## src/lcdt_pkg.sv

```systemverilog
`timescale 1ns / 1ps
`default_nettype none

package lcdt_pkg;

   localparam logic [7:0] VISIBLE_LINES = 8'd144;
   localparam logic [7:0] TOTAL_LINES   = 8'd154;

   localparam logic [15:0] OAM_CYCLES    = 16'd80;
   localparam logic [15:0] XFER_CYCLES   = 16'd172;
   localparam logic [15:0] HBLANK_CYCLES = 16'd204;
   localparam logic [15:0] LINE_CYCLES   = 16'd456;

   localparam int IRQ_EN_HBLANK = 0;
   localparam int IRQ_EN_VBLANK = 1;
   localparam int IRQ_EN_OAM    = 2;
   localparam int IRQ_EN_COINC  = 3;

   typedef enum logic [1:0] {
      MODE_HBLANK = 2'd0,
      MODE_VBLANK = 2'd1,
      MODE_OAM    = 2'd2,
      MODE_XFER   = 2'd3
   } mode_type;

   typedef enum logic [1:0] {
      CSR_LCD_ENABLE       = 2'd0,
      CSR_LINE_COMPARE     = 2'd1,
      CSR_STAT_IRQ_ENABLES = 2'd2
   } csr_index_type;

   typedef struct packed {
      logic       lcd_enable;
      logic [7:0] line_compare;
      logic [3:0] stat_irq_enables;
   } cfg_type;

   typedef struct packed {
      mode_type    mode;
      logic [7:0]  line;
      logic [15:0] count;
      mode_type    reported;
      logic        coincidence;
   } state_type;

   // Packed with line_number in the lowest bits.
   typedef struct packed {
      logic       vblank_irq;
      logic       stat_irq;
      logic       coincidence;
      mode_type   reported_mode;
      mode_type   current_mode;
      logic [7:0] line_number;
   } rsp_type;

   localparam int RSP_BITS   = $bits(rsp_type);
   localparam int RSP_TBYTES = (RSP_BITS + 7) / 8;

endpackage

`default_nettype wire

```

## src/lcdt_step.sv

```systemverilog
`timescale 1ns / 1ps
`default_nettype none

module lcdt_step (
   input  var lcdt_pkg::cfg_type   cfg,
   input  var lcdt_pkg::state_type state,
   input  wire logic [7:0]         elapsed_cycles,
   output lcdt_pkg::state_type     state_in,
   output lcdt_pkg::rsp_type       rsp
);
   import lcdt_pkg::*;

   logic [16:0] sum;
   logic [15:0] count_sat;
   logic [7:0]  line_inc;
   logic        inc_match;
   logic        zero_match;
   logic        stat_hit;
   logic        vbl_hit;

   assign sum        = {1'b0, state.count} + {9'd0, elapsed_cycles};
   assign count_sat  = sum[16] ? 16'hFFFF : sum[15:0];
   assign line_inc   = state.line + 8'd1;
   assign inc_match  = (line_inc == cfg.line_compare);
   assign zero_match = (cfg.line_compare == 8'd0);

   always_comb begin
      state_in = state;
      stat_hit = 1'b0;
      vbl_hit  = 1'b0;
      if (cfg.lcd_enable) begin
         state_in.count    = count_sat;
         state_in.reported = state.mode;
         unique case (state.mode)
            MODE_OAM: begin
               if (count_sat > OAM_CYCLES) begin
                  stat_hit       = cfg.stat_irq_enables[IRQ_EN_OAM];
                  state_in.mode  = MODE_XFER;
                  state_in.count = count_sat - OAM_CYCLES;
               end
            end
            MODE_XFER: begin
               if (count_sat > XFER_CYCLES) begin
                  state_in.mode  = MODE_HBLANK;
                  state_in.count = count_sat - XFER_CYCLES;
               end
            end
            MODE_HBLANK: begin
               if (count_sat > HBLANK_CYCLES) begin
                  stat_hit = cfg.stat_irq_enables[IRQ_EN_HBLANK]
                           | (inc_match & cfg.stat_irq_enables[IRQ_EN_COINC]);
                  state_in.line        = line_inc;
                  state_in.coincidence = inc_match;
                  state_in.count       = count_sat - HBLANK_CYCLES;
                  if (line_inc == VISIBLE_LINES) begin
                     state_in.mode = MODE_VBLANK;
                     vbl_hit       = 1'b1;
                  end else begin
                     state_in.mode = MODE_OAM;
                  end
               end
            end
            MODE_VBLANK: begin
               if (count_sat > LINE_CYCLES) begin
                  stat_hit = cfg.stat_irq_enables[IRQ_EN_VBLANK]
                           | (inc_match & cfg.stat_irq_enables[IRQ_EN_COINC]);
                  state_in.line        = line_inc;
                  state_in.coincidence = inc_match;
                  state_in.count       = count_sat - LINE_CYCLES;
                  if (line_inc == TOTAL_LINES) begin
                     // The wrap to line 0 is compared a second time.
                     state_in.mode        = MODE_OAM;
                     state_in.line        = 8'd0;
                     state_in.coincidence = zero_match;
                     stat_hit = stat_hit
                              | (zero_match & cfg.stat_irq_enables[IRQ_EN_COINC]);
                  end
               end
            end
            default: begin
               state_in = state;
            end
         endcase
      end
   end

   assign rsp.line_number   = state_in.line;
   assign rsp.current_mode  = state_in.mode;
   assign rsp.reported_mode = state_in.reported;
   assign rsp.coincidence   = state_in.coincidence;
   assign rsp.stat_irq      = stat_hit;
   assign rsp.vblank_irq    = vbl_hit;

endmodule

`default_nettype wire

```

## src/lcdt_rsp_buf.sv

```systemverilog
`timescale 1ns / 1ps
`default_nettype none

module lcdt_rsp_buf (
   input  wire logic              clock,
   input  wire logic              reset,
   input  wire logic              push,
   input  var lcdt_pkg::rsp_type  push_data,
   output logic                   full,
   output logic                   out_valid,
   output lcdt_pkg::rsp_type      out_data,
   input  wire logic              out_ready
);
   import lcdt_pkg::*;

   logic [1:0] count_ff;
   logic [1:0] count_in;
   logic       wr_ptr_ff;
   logic       rd_ptr_ff;
   rsp_type    slot_ff [2];
   logic       pop;

   assign full      = (count_ff == 2'd2);
   assign out_valid = (count_ff != 2'd0);
   assign out_data  = slot_ff[rd_ptr_ff];
   assign pop       = out_valid && out_ready;

   always_comb begin
      count_in = count_ff;
      if (push && !pop) begin
         count_in = count_ff + 2'd1;
      end else if (pop && !push) begin
         count_in = count_ff - 2'd1;
      end
   end

   always_ff @(posedge clock) begin
      if (reset) begin
         count_ff  <= 2'd0;
         wr_ptr_ff <= 1'b0;
         rd_ptr_ff <= 1'b0;
      end else begin
         count_ff <= count_in;
         if (push) begin
            wr_ptr_ff <= ~wr_ptr_ff;
         end
         if (pop) begin
            rd_ptr_ff <= ~rd_ptr_ff;
         end
      end
   end

   always_ff @(posedge clock) begin
      if (push) begin
         slot_ff[wr_ptr_ff] <= push_data;
      end
   end

endmodule

`default_nettype wire

```

## src/lcd_mode_line_timing.sv

```systemverilog
`timescale 1ns / 1ps
`default_nettype none

// Display mode and scanline timer. Each req transaction carries elapsed_cycles, the CPU time
// passed since the previous one, and produces exactly one rsp transaction with the line number,
// the mode after the step, the status mode bits, the coincidence flag and the two
// interrupt pulses. One item is taken every clock cycle unless the queue is full; the timing
// state is updated in the cycle of acceptance and the result is written into a two-entry
// output queue that drives rsp, so the input keeps flowing while one result waits. The input
// stalls only when both queue entries are occupied. The csr port writes lcd_enable,
// line_compare and stat_irq_enables and should be used only when no result is pending.

module lcd_mode_line_timing (
   input  wire logic        clock,
   input  wire logic        reset,
   input  wire logic        req_tvalid,
   output logic             req_tready,
   input  wire logic [7:0]  req_tdata,   // [7:0] elapsed_cycles
   output logic             rsp_tvalid,
   input  wire logic        rsp_tready,
   // [7:0] line_number, [9:8] current_mode, [11:10] reported_mode, [12] coincidence,
   // [13] stat_irq, [14] vblank_irq, [15] zero
   output logic [lcdt_pkg::RSP_TBYTES*8-1:0] rsp_tdata,
   input  wire logic        csr_we,
   input  wire logic [1:0]  csr_addr,
   input  wire logic [7:0]  csr_wdata
);
   import lcdt_pkg::*;

   cfg_type   cfg_ff;
   state_type state_ff;
   state_type state_in;
   rsp_type   step_rsp;
   rsp_type   buf_rsp;
   logic      buf_full;
   logic      accept;

   assign req_tready = !buf_full;
   assign accept     = req_tvalid && req_tready;

   lcdt_step u_step (
      .cfg            (cfg_ff),
      .state          (state_ff),
      .elapsed_cycles (req_tdata),
      .state_in       (state_in),
      .rsp            (step_rsp)
   );

   lcdt_rsp_buf u_rsp_buf (
      .clock     (clock),
      .reset     (reset),
      .push      (accept),
      .push_data (step_rsp),
      .full      (buf_full),
      .out_valid (rsp_tvalid),
      .out_data  (buf_rsp),
      .out_ready (rsp_tready)
   );

   assign rsp_tdata = {{(RSP_TBYTES*8-RSP_BITS){1'b0}}, buf_rsp};

   always_ff @(posedge clock) begin
      if (reset) begin
         cfg_ff <= '0;
      end else if (csr_we) begin
         unique case (csr_addr)
            CSR_LCD_ENABLE:       cfg_ff.lcd_enable       <= csr_wdata[0];
            CSR_LINE_COMPARE:     cfg_ff.line_compare     <= csr_wdata;
            CSR_STAT_IRQ_ENABLES: cfg_ff.stat_irq_enables <= csr_wdata[3:0];
            default:              cfg_ff                  <= cfg_ff;
         endcase
      end
   end

   always_ff @(posedge clock) begin
      if (reset) begin
         state_ff.mode        <= MODE_OAM;
         state_ff.line        <= 8'd0;
         state_ff.count       <= 16'd0;
         state_ff.reported    <= MODE_HBLANK;
         state_ff.coincidence <= 1'b0;
      end else if (accept) begin
         state_ff <= state_in;
      end
   end

endmodule

`default_nettype wire

```

## config.mk

```make
export PLATFORM = sky130hd
export DESIGN_NAME = lcd_mode_line_timing
export DESIGN_NICKNAME = d
export VERILOG_FILES = /design/src/lcdt_pkg.sv /design/src/lcdt_step.sv /design/src/lcdt_rsp_buf.sv /design/src/lcd_mode_line_timing.sv
export SDC_FILE = /design/constraint.sdc
export NUM_CORES = 1
export LEC_CHECK = 0
export ABC_AREA = 1
export BUFFER_PORTS_ARGS = -buffer_cell sky130_fd_sc_hd__buf_2
export CORE_UTILIZATION = 28
export DETAILED_ROUTE_END_ITERATION = 8
export GPL_TIMING_DRIVEN = 0
export PLACE_DENSITY = 0.42
export SLEW_MARGIN = 0
export SYNTH_ARGS = -nofsm -noshare
export SYNTH_HDL_FRONTEND = slang
export SYNTH_SLANG_ARGS = --single-unit
```

## constraint.sdc

```tcl
create_clock -name clock -period 10.1 [get_ports clock]
set_input_delay 2.02 -clock clock [delete_from_list [all_inputs] [get_ports clock]]
set_output_delay 2.02 -clock clock [all_outputs]
set_load 0.01 [all_outputs]
```

Word level (Yosys, flattened, before mapping):

Memories as Yosys holds them, arrays and structs flattened. A register that Yosys moved wholly into a read port is not among the register bits.
Index checks and enable logic that the tools add are counted.

* reduce and logical (&&, ||, !) cells: 16
* add/subtract/negate cells: 8
* bitwise operators: 7
* magnitude comparators: 4
* equality and inequality tests: 9
* mux-type cells: 33

Operators by type and width (number)
* $pmux 16 s4: 1
* $mux 26: 2
* $mux 16: 3
* $gt 16x8->1 const B: 2
* $sub 16x8->16 const B: 2
* $mux 29: 1
* $add 16x8->17: 1
* $eq 8x8->1 const B: 2
* $gt 16x7->1 const B: 1
* $gt 16x9->1 const B: 1
* $mux 1: 16
* $pmux 8 s2: 1
* $sub 16x7->16 const B: 1
* $sub 16x9->16 const B: 1
* $mux 10: 1
* $mux 2: 5
* $add 8x1->8 const B: 1
* $eq 2x2->1 const B: 4
* $eq 8x8->1: 1
* $logic_not 8->1: 1
* $pmux 2 s4: 1
* $reduce_and 2->1: 4
* $eq 2x1->1 const B: 2
* $logic_and 1x1->1: 4
* other kinds (10): 18

* register bits after elaboration: 46
* memory bits (writable): 30
* memories kept: 1
* word-level logic and storage cells: 89

Memories
* u_rsp_buf.slot_ff: depth 2, bits a word 15, read ports 1, clocked after memory_dff 1, write ports 1, line lcdt_rsp_buf.sv:20 `rsp_type slot_ff [2];`

Longest topological paths before layout:

* depth in word-level cells: 9
* depth in mapped cells: 27
* mapped depth without buffers: 26

Cells and area by module:

A second synthesis with hierarchy kept.

* cell total of the unflattened synthesis: 1095
* area total of the unflattened synthesis: 6979.2 µm²

By module, submodules not included
* lcdt_step: instances 1, area each 4018.9 µm², cells an instance 797
* lcd_mode_line_timing: instances 1, area each 1590.3 µm², cells an instance 216
* lcdt_rsp_buf: instances 1, area each 1370.1 µm², cells an instance 82

Least setup slack after synthesis:

OpenSTA, ideal clock, no wires.

* path kind: in2reg
* start point: input port req_tdata[0]
* end point: memory u_rsp_buf.slot_ff[0][0] (netlist name) (data pin)
* stages on the path: 23
* buffers on the path: 2
* setup slack: 4.804 ns
* arrival: 5.043 ns
* setup time: 0.253 ns
* cells stage by stage: ha_1 fa_1 nand2_1 nand2_1 nand3_2 nand2_4 nand2_8 buf_6 nand2_1 inv_1 ha_1 inv_1 a21oi_1 nor2_2 nor2_2 nand2_2 nand2_4 buf_4 nand2_1 nand3_1 nand3_1 nand2_1 inv_1

RTL lines
* from (decl): line lcd_mode_line_timing.sv:18 `input wire logic [7:0] req_tdata,`
* to (decl): line lcdt_rsp_buf.sv:20

Worst setup path after layout:

* start point: input port req_tdata[0]
* end point: register state_ff[10] (netlist name)

* word-level cells in the longest chain between the ends: 5
* elaborated cells on any way between the ends: 15
* those cells by class: add/sub: 5; order compare: 4; mux: 6

RTL lines
* $add 16x8->17 (*): line lcdt_step.sv:21 `assign sum = {1'b0, state.count} + {9'd0, elapsed_cycles};`
* $mux 16 (*): line lcdt_step.sv:22 `assign count_sat = sum[16] ? 16'hFFFF : sum[15:0];`
* $sub 16x9->16 (tied with other cells): line lcdt_step.sv:69 `state_in.count = count_sat - LINE_CYCLES;`
* $mux 26 (tied with other cells): line lcdt_step.sv:64 `if (count_sat > LINE_CYCLES) begin`
* $pmux 16 s4 (*): line lcdt_step.sv:34 `unique case (state.mode)`
* to (signal assigned): line lcd_mode_line_timing.sv:83 `state_ff <= state_in;`
* to (decl): line lcd_mode_line_timing.sv:31 `state_type state_ff;`

Every way passes the cells marked *; elsewhere a longest branch is shown, timed or not.
A chain may end at the register's enable or synchronous reset.

==> flow_metrics.py <==
metrics = {
    "outcome": {
        "status": "complete, no violations",
    },
    "global_route": {
        "grt_pass1_vias": 6285,
        "grt_overflow": 0,
        "antenna_found_initial": 0,
        "grt_usage_pct": 19.5,
        "grt_start_max_net_pins": 17,
        "grt_pass1_wl_mm": 35.6,
    },
    "placement": {
        "place_area_um2": 7020,
        "io_buffers": 39,
        "dp_hpwl_mm": 17.4,
        "gp_congestion": 0.887,
        "place_ws_ns": 3.56,
    },
    "floorplanning": {
        "core_um2": 22600,
        "die_w_um": 154,
        "fp.dieArea_um2": 23700,
        "rows": 55,
        "die_h_um": 154,
        "ios": 41,
        "initial_utilization_pct": 28.6,
    },
    "clocking": {
        "ctsHoldBuffers": 0,
        "post_cts_buffers": 0,
        "clock_latency_ns": 0.35,
        "clk_pin_slew_ns": 0.07,
        "cts_resized": 0,
        "cts_buffer_depth": 2,
        "htree_levels": 3,
        "clock-sinks": 77,
        "tritoncts": "done",
        "cts-root-buf": "clkbuf_16",
        "cts_buffers": 9,
    },
    "finish": {
        "final_cell_mix": "nand2_1 (268), nand3_1 (118), inv_1 (116)",
        "fillers": 2525,
        "n_antenna_cell": 0,
        "syn_to_final_growth_pct": 13.1,
        "multi_input_area_um2": 3990,
        "drive_gt1_share_pct": 13.7,
        "seq_area_um2": 1840,
        "post-route-util_pct": 32.3,
        "final_cell_area_um2": 7320,
        "final_common_cell": "nand2_1",
        "fin_nets": 1089,
    },
    "worst_hold_path": {
        "hold_path_depth": 2,
        "hold_path_class": "reg2reg",
        "holdPathEnd": "state_ff[1]",
        "min-delay-start": "state_ff[1]",
    },
    "timing": {
        "rsz0062_at_grt": "false",
        "holdWs_ns": 0.466,
        "fmaxAchievable_mhz": 162,
        "maxSlewViolCount": 0,
        "slew_headroom_pct": 46.6,
        "worst_slew_pin_slew_ns": 0.801,
        "finalHoldViolations": 0,
        "fin_worst_skew_ns": 0.0130,
        "final.setup.tns_ns": 0,
        "setup_viol": 0,
        "min_period_ns": 6.16,
        "setup_ws_ns": 3.94,
        "finalCritPeriodShare_pct": 60.9,
    },
    "setup_path": {
        "max_stage_delay_ns": 0.48,
        "critPathLaunchType": "input pin",
        "cpMaxStageDelayCell": "fa_1",
        "path_max_fanout": 10,
        "rr_worst_depth": 23,
        "path_buf_inv": 5,
        "crit_path_frequent_cell": "nand2_1",
        "cp_cell_sequence": "buf_2 > ha_1 > fa_1 > nand2_1 > nand2_1 > nand3_2 > nand2_4 > nand2_8 > buf_6 > nand2_1 > inv_1 > ha_1 > inv_1 > a21oi_1 > nor2_2 > nor2_2 > nand2_2 > nand2_4 > buf_4 > nand2_1 > nand3_1 > nand4_1 > nand2_1 > a21oi_1",
        "r2r_end": "state_ff[10]",
        "crit_type": "in2reg",
        "crit_family": "simple AND/OR/NAND/NOR gates",
        "reg2reg_setup_slack_ns": 5.42,
        "rr_startpoint": "state_ff[3]",
        "endpoint_kind": "register",
        "required_ns": 10.30,
        "crit_arrival_ns": 6.35,
    },
    "detailed_routing": {
        "vias": 6527,
        "drc_errors": 0,
        "drt_iter0_markers": 365,
        "route.antenna.remaining_nets": 0,
        "drtPass1Iterations": 5,
        "totalWireLength_mm": 22.4,
        "via_per_inst": 4.89,
        "wl_per_cell_um": 16.8,
    },
    "synthesis": {
        "yosys_warnings": 0,
        "synth_cell_types": 49,
        "synth.avg_cell_area_um2": 6.51,
        "netlist_area_um2": 6470,
        "seq_area_frac_synth_pct": 28.5,
        "async_flop_share_pct": 0,
        "syn-instance-count": 994,
        "synth_edf_count": 30,
        "ys_ff_latch": 77,
        "synth_nets": 1039,
        "synth_top_flop_cell": "dfxtp_1",
    },
    "power": {
        "pwr_density_cell_nw_per_um2": 175,
        "peakVddDrop_mv": 0.0733,
        "p_leak_nw": 3.48,
    },
    "job": {
        "drv_cap": 0,
    },
}
[cell usage after synthesis (2+ instances only)]
master      n  share of area [%]
nand2_2     9               0.87
xor2_1     20                2.7
a21oi_2     2               0.27
o211ai_1   11                1.3
nand3_1   118                9.1
buf_4       4               0.46
nor2_2     12                1.2
o21ai_1    13                1.0
xnor2_1     3               0.41
clkbuf_1   18                1.0
buf_6       3               0.52
nand2_1   268                 16
o31ai_1     2               0.23
nor4_1      3               0.29
mux2_2     15                2.6
buf_2       5               0.39
inv_1     116                6.7
edfxtp_1   30                 14
nor2_4      4               0.70
nand3b_1    3               0.35
and2_1      2               0.19
nor3_1      8               0.62
nand4_1    23                2.2
a21oi_1    49                3.8
nor2_1     85                4.9
o21ai_0    59                4.6
or2_2       2               0.19
dfxtp_1    47                 15
nand2_4     4               0.70
nand3_4     2               0.54
ha_1       21                4.1
nand3_2     7                1.1
inv_2      10               0.58
[routing by layer]
| layer | vias to the layer above | global-route usage [%] | wire (um) | part of all wire [%] |
|---|---|---|---|---|
| met1 | 2981 | 28.2 | 11600 | 52 |
| li1 | 3370 | - | - | - |
| met3 | 25 | 3.13 | 980 | 4.4 |
| met5 | - | 0 | 0 | 0 |
| met2 | 151 | 29.6 | 9340 | 42 |
| met4 | 0 | 5.76 | 384 | 1.7 |
[how the worst max path moves through the flow]
| stage | from | endpoint | cells after the start |
|---|---|---|---|
| 2_1_floorplan | req_tdata[0] | u_rsp_buf.slot_ff[0][0] | 23 |
| 3_3_place_gp | req_tdata[0] | u_rsp_buf.slot_ff[0][0] | 24 |
| 3_5_place_dp | req_tdata[0] | u_rsp_buf.slot_ff[0][0] | 24 |
| 4_1_cts | req_tdata[0] | u_rsp_buf.slot_ff[1][0] | 24 |
| 5_1_grt | req_tdata[0] | state_ff[10] | 21 |
| 6_report | req_tdata[0] | state_ff[10] | 24 |
[metrics by stage]
stage | power (mW) | instances
2_1_floorplan | 0.783 | 994
3_3_place_gp | 0.960 | 1318
3_5_place_dp | 0.954 | 1318
4_1_cts | 1.29 | 1334
5_1_grt | 1.37 | 1334
6_report | 1.28 | 1334
[cells by family (layout without fill, tap and decap cells)]
group | after synthesis | count (layout) | share of synthesized area [%]
AO/OA/AOI/OAI | 141 | 141 | 11.8
other | 1 | 1 | 0.0580
buffers and inverters | 159 | 214 | 9.96
adder cells (fa/ha/maj) | 22 | 22 | 4.37
XOR/XNOR | 23 | 23 | 3.11
flip-flops | 77 | 77 | 28.5
multiplexers | 15 | 15 | 2.61
AND/OR/NAND/NOR | 556 | 556 | 39.6
[registers in the layout, summed over array words and instances, names as in the netlist, named ones only]
| signal | count |
|---|---|
| cfg_ff | 13 |
| u_rsp_buf.wr_ptr_ff | 1 |
| u_rsp_buf.rd_ptr_ff | 1 |
| state_ff | 29 |
| u_rsp_buf.count_ff | 2 |
| u_rsp_buf.slot_ff | 30 |
[power by group]
| part | internal, mW | switching, mW | total (mW) |
|---|---|---|---|
| combinational | 0.176 | 0.376 | 0.552 |
| sequential | 0.376 | 0.0235 | 0.400 |
| clock | 0.172 | 0.155 | 0.327 |
[tightest hold or removal path: stages (launching register included)]
cell and delay [ns]:
dfxtp_1 0.30, inv_1 0.06, a21oi_1 0.06
[cell type report]
class | instances | area share, %
clock inverter | 7 | 0.872
timing repair buffer | 39 | 2.67
buffer | 31 | 2.19
sequential | 77 | 25.2
multi-input combinational | 758 | 54.5
tap | 285 | 4.87
clock buffer | 9 | 3.08
inverter | 128 | 6.62
No activity file was read; power rests on OpenSTA's default activity.
